===== src/hw/rtl/windowed_level_classifier_servo_defines.svh =====
// ----------------------------------------------------------------------------
// windowed_level_classifier_servo_defines.svh
// Assertion macros for the windowed level classifier servo block.
// ----------------------------------------------------------------------------
`ifndef WINDOWED_LEVEL_CLASSIFIER_SERVO_DEFINES_SVH
`define WINDOWED_LEVEL_CLASSIFIER_SERVO_DEFINES_SVH

`ifndef SYNTHESIS
// check a property at every rising clock edge outside reset
`define WLC_ASSERT(name, clk, rst_n, prop, msg) \
    name: assert property (@(posedge clk) disable iff (!rst_n) (prop)) else $error(msg);
// check that a condition in one cycle implies a consequence in the next
`define WLC_ASSERT_NEXT(name, clk, rst_n, ante, cons, msg) \
    name: assert property (@(posedge clk) disable iff (!rst_n) (ante) |=> (cons)) \
        else $error(msg);
`else
`define WLC_ASSERT(name, clk, rst_n, prop, msg)
`define WLC_ASSERT_NEXT(name, clk, rst_n, ante, cons, msg)
`endif

`endif


===== src/hw/rtl/wlc_pkg.sv =====
// ----------------------------------------------------------------------------
// wlc_pkg
// Types, register indexes, class codes and constants of the level classifier.
// ----------------------------------------------------------------------------
package wlc_pkg;

    localparam int SAMPLE_W = 10;
    localparam int CLASS_W  = 3;
    localparam int PULSE_W  = 13;
    localparam int COLOUR_W = 24;
    localparam int CFG_W    = 32;
    localparam int REG_IDX_W = 3;
    localparam int WINDOWS  = 4;
    localparam int ANGLE_W  = 8;
    localparam int COUNT_W  = 4;

    typedef logic [SAMPLE_W-1:0] sample_t;
    typedef logic [CLASS_W-1:0]  class_t;
    typedef logic [PULSE_W-1:0]  pulse_t;
    typedef logic [COLOUR_W-1:0] colour_t;
    typedef logic [ANGLE_W-1:0]  angle_t;
    typedef logic [COUNT_W-1:0]  count_t;

    typedef struct packed {
        sample_t hi;
        sample_t lo;
    } window_t;

    typedef struct packed {
        sample_t average;
        class_t  cls;
    } class_result_t;

    localparam logic [REG_IDX_W-1:0] REG_WINDOW_ONE    = 3'd0;
    localparam logic [REG_IDX_W-1:0] REG_WINDOW_TWO    = 3'd1;
    localparam logic [REG_IDX_W-1:0] REG_WINDOW_THREE  = 3'd2;
    localparam logic [REG_IDX_W-1:0] REG_WINDOW_FOUR   = 3'd3;
    localparam logic [REG_IDX_W-1:0] REG_ANGLE_TABLE   = 3'd4;
    localparam logic [REG_IDX_W-1:0] REG_CONFIRM_COUNT = 3'd5;

    localparam class_t CLASS_NONE  = 3'd0;
    localparam class_t CLASS_ONE   = 3'd1;
    localparam class_t CLASS_TWO   = 3'd2;
    localparam class_t CLASS_THREE = 3'd3;
    localparam class_t CLASS_FOUR  = 3'd4;

    localparam window_t WINDOW_ONE_RST   = window_t'(20'd553460);
    localparam window_t WINDOW_TWO_RST   = window_t'(20'd604720);
    localparam window_t WINDOW_THREE_RST = window_t'(20'd645720);
    localparam window_t WINDOW_FOUR_RST  = window_t'(20'd696960);
    localparam logic [CFG_W-1:0] ANGLE_TABLE_RST = 32'd3027778560;
    localparam count_t CONFIRM_COUNT_RST = 4'd3;

    localparam pulse_t  PULSE_MIN = 13'd1000;
    localparam pulse_t  PULSE_MAX = 13'd5000;
    localparam angle_t  ANGLE_MAX = 8'd180;
    // 200 * ceil(2^19 / 9): 4000*a/180 == (a * PULSE_RECIP) >> 19 for a <= 180
    localparam logic [31:0] PULSE_RECIP = 32'd11651000;
    localparam int PULSE_SHIFT = 19;

    localparam colour_t COLOUR_OFF   = 24'h000000;
    localparam colour_t COLOUR_ONE   = 24'hFF0050;
    localparam colour_t COLOUR_TWO   = 24'hFF0000;
    localparam colour_t COLOUR_THREE = 24'hFFFF00;
    localparam colour_t COLOUR_FOUR  = 24'h00FF00;

    function automatic pulse_t pulse_of_angle(input angle_t angle);
        angle_t      clamped;
        logic [31:0] prod;
        clamped = (angle > ANGLE_MAX) ? ANGLE_MAX : angle;
        prod    = 32'(clamped) * PULSE_RECIP;
        return PULSE_MIN + PULSE_W'(prod[30:PULSE_SHIFT]);
    endfunction

    function automatic colour_t colour_of_class(input class_t cls);
        colour_t colour;
        unique case (cls)
            CLASS_ONE:   colour = COLOUR_ONE;
            CLASS_TWO:   colour = COLOUR_TWO;
            CLASS_THREE: colour = COLOUR_THREE;
            CLASS_FOUR:  colour = COLOUR_FOUR;
            default:     colour = COLOUR_OFF;
        endcase
        return colour;
    endfunction

endpackage


===== src/hw/rtl/wlc_if.sv =====
// ----------------------------------------------------------------------------
// wlc_if
// Valid/ready channels for sample items and result items.
// ----------------------------------------------------------------------------
interface wlc_sample_if;
    import wlc_pkg::*;

    logic    valid;
    logic    ready;
    sample_t sample;

    modport source (output valid, output sample, input ready);
    modport sink (input valid, input sample, output ready);
endinterface

interface wlc_result_if;
    import wlc_pkg::*;

    logic    valid;
    logic    ready;
    sample_t average;
    class_t  detected_class;
    class_t  confirmed_class;
    logic    changed;
    pulse_t  servo_pulse;
    colour_t led_colour;

    modport source (
        output valid, output average, output detected_class, output confirmed_class,
        output changed, output servo_pulse, output led_colour, input ready
    );
    modport sink (
        input valid, input average, input detected_class, input confirmed_class,
        input changed, input servo_pulse, input led_colour, output ready
    );
endinterface


===== src/hw/rtl/windowed_level_classifier_servo.sv =====
// ----------------------------------------------------------------------------
// windowed_level_classifier_servo
// Block averaging of sensor samples, level window classification with
// confirmation, servo pulse and LED fill colour update.
//
//   channel   | dir | handshake       | payload
//   ----------+-----+-----------------+-----------------------------------
//   samples   | in  | valid / ready   | sample
//   results   | out | valid / ready   | average, detected_class,
//             |     |                 | confirmed_class, changed,
//             |     |                 | servo_pulse, led_colour
//   wr_*      | in  | wr_en           | wr_index, wr_data
//
// One sample item per cycle while the sample input is not stalled. The
// sum of each block of AVG_COUNT samples goes into the block register;
// the combinational reciprocal multiply and window compare then feed the
// result register. A stalled result holds one finished block; a second
// block stalls the sample input. Reset restores registers and state at once.
// ----------------------------------------------------------------------------
`include "windowed_level_classifier_servo_defines.svh"

module windowed_level_classifier_servo #(
    parameter int AVG_COUNT = 32
) (
    input  logic                          clk,
    input  logic                          rst_n,
    wlc_sample_if.sink                    samples,
    wlc_result_if.source                  results,
    input  logic                          wr_en,
    input  logic [wlc_pkg::REG_IDX_W-1:0] wr_index,
    input  logic [wlc_pkg::CFG_W-1:0]     wr_data
);
    import wlc_pkg::*;

    localparam int SUM_W = SAMPLE_W + $clog2(AVG_COUNT);
    localparam int IDX_W = (AVG_COUNT > 1) ? $clog2(AVG_COUNT) : 1;
    localparam logic [IDX_W-1:0] IDX_LAST = IDX_W'(AVG_COUNT - 1);

    window_t [WINDOWS-1:0] window_reg;
    logic [CFG_W-1:0]      angle_reg;
    count_t                confirm_reg;

    logic [SUM_W-1:0] sum_reg, sum_next;
    logic [IDX_W-1:0] idx_reg, idx_next;
    logic             blk_valid_reg, blk_valid_next;
    logic [SUM_W-1:0] blk_sum_reg;

    count_t  stable_reg, stable_next;
    class_t  cur_reg, cur_next;
    pulse_t  pulse_reg, pulse_next;
    colour_t colour_reg, colour_next;
    logic    changed_next;

    logic    res_valid_reg;
    sample_t avg_reg;
    class_t  det_reg;
    logic    changed_reg;

    logic          adv;
    logic          acc;
    logic          last;
    logic          fire;
    class_result_t cr;
    count_t        cnt_inc;
    pulse_t [WINDOWS-1:0] pulse_by_class;
    pulse_t        pulse_sel;

    always_ff @(posedge clk or negedge rst_n)
    begin
        if (!rst_n)
        begin
            window_reg[0] <= WINDOW_ONE_RST;
            window_reg[1] <= WINDOW_TWO_RST;
            window_reg[2] <= WINDOW_THREE_RST;
            window_reg[3] <= WINDOW_FOUR_RST;
            angle_reg     <= ANGLE_TABLE_RST;
            confirm_reg   <= CONFIRM_COUNT_RST;
        end
        else if (wr_en)
        begin
            unique case (wr_index)
                REG_WINDOW_ONE:    window_reg[0] <= window_t'(wr_data[19:0]);
                REG_WINDOW_TWO:    window_reg[1] <= window_t'(wr_data[19:0]);
                REG_WINDOW_THREE:  window_reg[2] <= window_t'(wr_data[19:0]);
                REG_WINDOW_FOUR:   window_reg[3] <= window_t'(wr_data[19:0]);
                REG_ANGLE_TABLE:   angle_reg     <= wr_data;
                REG_CONFIRM_COUNT: confirm_reg   <= wr_data[COUNT_W-1:0];
                default:           ;
            endcase
        end
    end

    assign adv           = !res_valid_reg || results.ready;
    assign samples.ready = !blk_valid_reg || adv;
    assign acc           = samples.valid && samples.ready;
    assign last          = (idx_reg == IDX_LAST);
    assign fire          = blk_valid_reg && adv;

    always_comb
    begin
        sum_next       = sum_reg;
        idx_next       = idx_reg;
        blk_valid_next = blk_valid_reg;
        if (adv)
            blk_valid_next = 1'b0;
        if (acc)
        begin
            if (last)
            begin
                sum_next       = '0;
                idx_next       = '0;
                blk_valid_next = 1'b1;
            end
            else
            begin
                sum_next = sum_reg + SUM_W'(samples.sample);
                idx_next = idx_reg + 1'b1;
            end
        end
    end

    always_ff @(posedge clk or negedge rst_n)
    begin
        if (!rst_n)
        begin
            sum_reg       <= '0;
            idx_reg       <= '0;
            blk_valid_reg <= 1'b0;
        end
        else
        begin
            sum_reg       <= sum_next;
            idx_reg       <= idx_next;
            blk_valid_reg <= blk_valid_next;
        end
    end

    always_ff @(posedge clk)
    begin
        if (acc && last)
            blk_sum_reg <= sum_reg + SUM_W'(samples.sample);
    end

    wlc_classify #(
        .AVG_COUNT (AVG_COUNT)
    ) u_classify (
        .sum     (blk_sum_reg),
        .windows (window_reg),
        .result  (cr)
    );

    always_comb
    begin
        for (int k = 0; k < WINDOWS; k++)
        begin
            pulse_by_class[k] = pulse_of_angle(angle_reg[ANGLE_W*k +: ANGLE_W]);
        end
    end

    always_comb
    begin
        unique case (cr.cls)
            CLASS_ONE:   pulse_sel = pulse_by_class[0];
            CLASS_TWO:   pulse_sel = pulse_by_class[1];
            CLASS_THREE: pulse_sel = pulse_by_class[2];
            default:     pulse_sel = pulse_by_class[3];
        endcase
    end

    assign cnt_inc = stable_reg + 1'b1;

    always_comb
    begin
        stable_next  = stable_reg;
        cur_next     = cur_reg;
        pulse_next   = pulse_reg;
        colour_next  = colour_reg;
        changed_next = 1'b0;
        if (fire)
        begin
            if ((cr.cls == cur_reg) || (cr.cls == CLASS_NONE))
                stable_next = '0;
            else if (cnt_inc >= confirm_reg)
            begin
                stable_next  = '0;
                cur_next     = cr.cls;
                pulse_next   = pulse_sel;
                colour_next  = colour_of_class(cr.cls);
                changed_next = 1'b1;
            end
            else
                stable_next = cnt_inc;
        end
    end

    always_ff @(posedge clk or negedge rst_n)
    begin
        if (!rst_n)
        begin
            stable_reg    <= '0;
            cur_reg       <= CLASS_NONE;
            pulse_reg     <= PULSE_MIN;
            colour_reg    <= COLOUR_OFF;
            res_valid_reg <= 1'b0;
        end
        else
        begin
            stable_reg <= stable_next;
            cur_reg    <= cur_next;
            pulse_reg  <= pulse_next;
            colour_reg <= colour_next;
            if (adv)
                res_valid_reg <= blk_valid_reg;
        end
    end

    always_ff @(posedge clk)
    begin
        if (fire)
        begin
            avg_reg     <= cr.average;
            det_reg     <= cr.cls;
            changed_reg <= changed_next;
        end
    end

    assign results.valid           = res_valid_reg;
    assign results.average         = avg_reg;
    assign results.detected_class  = det_reg;
    assign results.confirmed_class = cur_reg;
    assign results.changed         = changed_reg;
    assign results.servo_pulse     = pulse_reg;
    assign results.led_colour      = colour_reg;

    `WLC_ASSERT(a_idx_range, clk, rst_n, idx_reg <= IDX_LAST, "sample index beyond block")
    `WLC_ASSERT(a_changed_class, clk, rst_n, results.valid && results.changed |-> results.confirmed_class != CLASS_NONE && results.detected_class == results.confirmed_class, "confirmation without matching class")
    `WLC_ASSERT(a_pulse_range, clk, rst_n, results.servo_pulse >= PULSE_MIN && results.servo_pulse <= PULSE_MAX, "servo pulse out of range")
    `WLC_ASSERT_NEXT(a_blk_hold, clk, rst_n, blk_valid_reg && !adv, blk_valid_reg && $stable(blk_sum_reg), "stalled block lost")

endmodule


===== src/hw/rtl/wlc_classify.sv =====
// ----------------------------------------------------------------------------
// wlc_classify
// Block mean by reciprocal multiply and first-match window classification.
// ----------------------------------------------------------------------------
module wlc_classify #(
    parameter int AVG_COUNT = 32,
    localparam int SUM_W = wlc_pkg::SAMPLE_W + $clog2(AVG_COUNT)
) (
    input  logic [SUM_W-1:0]                           sum,
    input  wlc_pkg::window_t [wlc_pkg::WINDOWS-1:0]    windows,
    output wlc_pkg::class_result_t                     result
);
    import wlc_pkg::*;

    // ceil(2^32 / AVG_COUNT) is exact for sums below 2^16
    localparam longint unsigned RECIP = ((64'd1 << 32) + AVG_COUNT - 1) / AVG_COUNT;
    localparam int PROD_W = SUM_W + 33;
    localparam logic [32:0] RECIP_C = 33'(RECIP);

    logic [PROD_W-1:0]  prod;
    sample_t            average;
    logic [WINDOWS-1:0] hit;

    assign prod    = PROD_W'(sum) * PROD_W'(RECIP_C);
    assign average = prod[32 +: SAMPLE_W];

    always_comb
    begin
        for (int k = 0; k < WINDOWS; k++)
        begin
            hit[k] = (average >= windows[k].lo) && (average <= windows[k].hi);
        end
    end

    always_comb
    begin
        result.average = average;
        priority if (hit[0])
            result.cls = CLASS_ONE;
        else if (hit[1])
            result.cls = CLASS_TWO;
        else if (hit[2])
            result.cls = CLASS_THREE;
        else if (hit[3])
            result.cls = CLASS_FOUR;
        else
            result.cls = CLASS_NONE;
    end

endmodule

===== src/flat_wrapper.sv =====
// flat-port wrapper written by rule: the top's interface ports become plain ports
module windowed_level_classifier_servo_flat import wlc_pkg::*;
#(
    parameter int AVG_COUNT = 32
)
  (clk, rst_n, wr_en, wr_index, wr_data, samples_valid, samples_sample, samples_ready, results_valid, results_average, results_detected_class, results_confirmed_class, results_changed, results_servo_pulse, results_led_colour, results_ready);
  wlc_sample_if samples_i ();
  wlc_result_if results_i ();
  input  logic clk;
  input  logic rst_n;
  input  logic wr_en;
  input  logic [wlc_pkg::REG_IDX_W-1:0] wr_index;
  input  logic [wlc_pkg::CFG_W-1:0] wr_data;
  input wire logic [$bits(samples_i.valid)-1:0] samples_valid;
  input wire logic [$bits(samples_i.sample)-1:0] samples_sample;
  output wire logic [$bits(samples_i.ready)-1:0] samples_ready;
  output wire logic [$bits(results_i.valid)-1:0] results_valid;
  output wire logic [$bits(results_i.average)-1:0] results_average;
  output wire logic [$bits(results_i.detected_class)-1:0] results_detected_class;
  output wire logic [$bits(results_i.confirmed_class)-1:0] results_confirmed_class;
  output wire logic [$bits(results_i.changed)-1:0] results_changed;
  output wire logic [$bits(results_i.servo_pulse)-1:0] results_servo_pulse;
  output wire logic [$bits(results_i.led_colour)-1:0] results_led_colour;
  input wire logic [$bits(results_i.ready)-1:0] results_ready;
  assign samples_i.valid = samples_valid;
  assign samples_i.sample = samples_sample;
  assign samples_ready = samples_i.ready;
  assign results_valid = results_i.valid;
  assign results_average = results_i.average;
  assign results_detected_class = results_i.detected_class;
  assign results_confirmed_class = results_i.confirmed_class;
  assign results_changed = results_i.changed;
  assign results_servo_pulse = results_i.servo_pulse;
  assign results_led_colour = results_i.led_colour;
  assign results_i.ready = results_ready;
  windowed_level_classifier_servo #(.AVG_COUNT(AVG_COUNT)) u_core (.clk(clk), .rst_n(rst_n), .samples(samples_i), .results(results_i), .wr_en(wr_en), .wr_index(wr_index), .wr_data(wr_data));
endmodule

===== config.mk =====
export PLATFORM = sky130hd
export DESIGN_NAME = windowed_level_classifier_servo_flat
export DESIGN_NICKNAME = d
export VERILOG_FILES = /design/src/hw/rtl/wlc_pkg.sv /design/src/hw/rtl/wlc_if.sv /design/src/hw/rtl/windowed_level_classifier_servo.sv /design/src/hw/rtl/wlc_classify.sv /design/src/flat_wrapper.sv
export VERILOG_INCLUDE_DIRS = /design/src /design/src/hw/rtl
export SDC_FILE = /design/constraint.sdc
export NUM_CORES = 1
export LEC_CHECK = 0
export BUFFER_PORTS_ARGS = -buffer_cell sky130_fd_sc_hd__buf_2
export CORE_AREA = 5 5 225 227
export CTS_CLUSTER_DIAMETER = 50
export DETAILED_ROUTE_END_ITERATION = 8
export DIE_AREA = 0 0 230 232
export SYNTH_ARGS = -nofsm -noshare
export SYNTH_HDL_FRONTEND = slang
export SYNTH_HIERARCHICAL = 1
export SYNTH_SLANG_ARGS = --single-unit
export TNS_END_PERCENT = 10

===== constraint.sdc =====
create_clock -name clk -period 18.6 [get_ports clk]
set_input_delay 3.72 -clock clk [delete_from_list [all_inputs] [get_ports clk]]
set_output_delay 3.72 -clock clk [all_outputs]
set_load 0.005 [all_outputs]

==> metrics <==
fin area 22800 sq um; worst r2r src u_core/angle_reg[25]; Max-cap violations 0; Setup TNS Final 0 ns; ANT cells 0; core area approximately 48000 sq um; initial antenna violation count 0; CTS max path bufs 2; fin crit share 0.424; unrepaired setup endpoints after global routing no; crit-path max cell delay about 0.2 ns; die width 230 um; f_max 127 MHz; CP cell instances buf_2, nand3b_1, buf_2; Setup-failing EPs final 0; grt ovf 0; Setup Fix Bufs, Post-CTS 0; Root Driver clkbuf_16; total number of vias 15600; number of DRC markers in iteration 0 740; CTS tree yes; Area growth syn-to-layout 6.99%; R2R depth 24; Rel. slew slack 0.343; CTS H-tree lvls 4; synthesized cell area ~21000 sq um; Critical Path Source Type primary input; Crit path arrival time 4.17 ns; routability congestion estimate 0.967; Mapped Cells 2188; kind of critical path in -> out; Initial Utilization 0.439; CP Capture Type primary output; share of cells above drive strength 1 0.163; net count of the finished layout 2797; Worst Setup EP samples_ready; first-pass GRT wire length 84600 um; Post-DP Area 22200 sq um; cts hold-fix bufs 0; setup ws final between 10 and 15 ns; fin crit period 7.89 ns; die area 53400 sq um; critical path startpoint results_ready; WP data required 14.88 ns; post-cts resize count 0; Num CTS Buffers 17; capturing point of the worst reg2reg path u_core/results.servo_pulse[9]; number of I/O port buffers ~100; dpl hpwl 41700 um; routed len/inst roughly 18 um; total I/O pin count 106; post-DR vias/cell 5.44; fin. max-slew vios 0; max reg flops 80; CP max FO 4; DRC errors left 0; actual slew at the worst max-slew pin 0.985 ns; worst hold path type reg -> reg; status finished clean; reg2reg setup slack around 11 ns; slowest stage cell, crit path nand3b_1; FP Rows 81; Post-DRT Antenna Nets 0; pin count of the biggest net entering global routing 106; TritonRoute pass-1 iters 6; Worst-path clk slew ~0.070 ns; worst skew pair latency 0.49 ns; dpl ws 10.70 ns; Clock Sinks 185; Crit path top cell by count buf_2; Routed WL 51000 um; Die Y 232 um; GR Util All Layers 0.196; fill count 4585; Fin Clk Skew about 0.018 ns; vias in the first global route 16400; synth warn 6; Hold Slack 0.473 ns; Mapped Avg Cell Area roughly 9.7 sq um; Hold Fails Final Rpt 0
[cell usage in the layout, fill, tap and decap left out, types with 16 or more instances in the layout]
cell / count
nand3_1: 29
mux2_2: 117
a21oi_1: 99
nand4_1: 21
xor2_1: 21
xnor2_1: 31
buf_2: 98
nand2b_1: 29
dfstp_2: 54
nor3_1: 24
clkbuf_16: 18
inv_1: 390
ha_1: 352
fa_1: 155
o21ai_0: 80
dfrtp_1: 107
a211oi_1: 25
o211ai_1: 16
a21o_1: 38
nor2_1: 88
nand2_1: 119
edfxtp_1: 24
and2_1: 18
[worst min path at each step]
stage,startpoint,end,cells after the start
finish,u_core/results.servo_pulse[8],u_core/results.servo_pulse[8],2
global route,u_core/results.servo_pulse[8],u_core/results.servo_pulse[8],2
CTS,u_core/results.servo_pulse[8],u_core/results.servo_pulse[8],2
detailed placement,u_core/blk_sum_reg[5],u_core/results.average[0],0
global placement,u_core/results.servo_pulse[8],u_core/results.servo_pulse[8],2
floorplan,u_core/idx_reg[3],u_core/idx_reg[3],1
[per-layer routing]
metal	routed length, um	track usage	part of all wire
met5	0	0	0
met4	1090	0.0553	0.021
met3	2070	0.0323	0.040
met2	24400	0.336	0.48
met1	23400	0.257	0.46
[worst max-delay path: cells and delay by family]
| kind | cells | cell delay, ns |
|---|---|---|
| and+or+nand+nor | 1 | 0.20 |
| buffers and inverters | 2 | 0.26 |
[through the flow]
stage,utilization,cells
after global routing,0.470,2875
after detailed placement,0.458,2843
after floorplan,-,2200
after global placement,0.458,2843
final,0.470,2875
after CTS,0.470,2875
[final cells by class]
type | count | area, sq um | area share
multi-input cells | 1537 | 14500 | 0.639
clock inverters | 14 | 131 | 0.00577
repair buffers | 109 | 577 | 0.0253
clock buffers | 18 | 450 | 0.0198
well taps | 622 | 778 | 0.0342
inverters | 390 | 1460 | 0.0643
flip-flops and latches | 185 | 4820 | 0.212
Power is not shown: default switching activity piles up to over one toggle a cycle in this logic, so the estimate is an artifact.
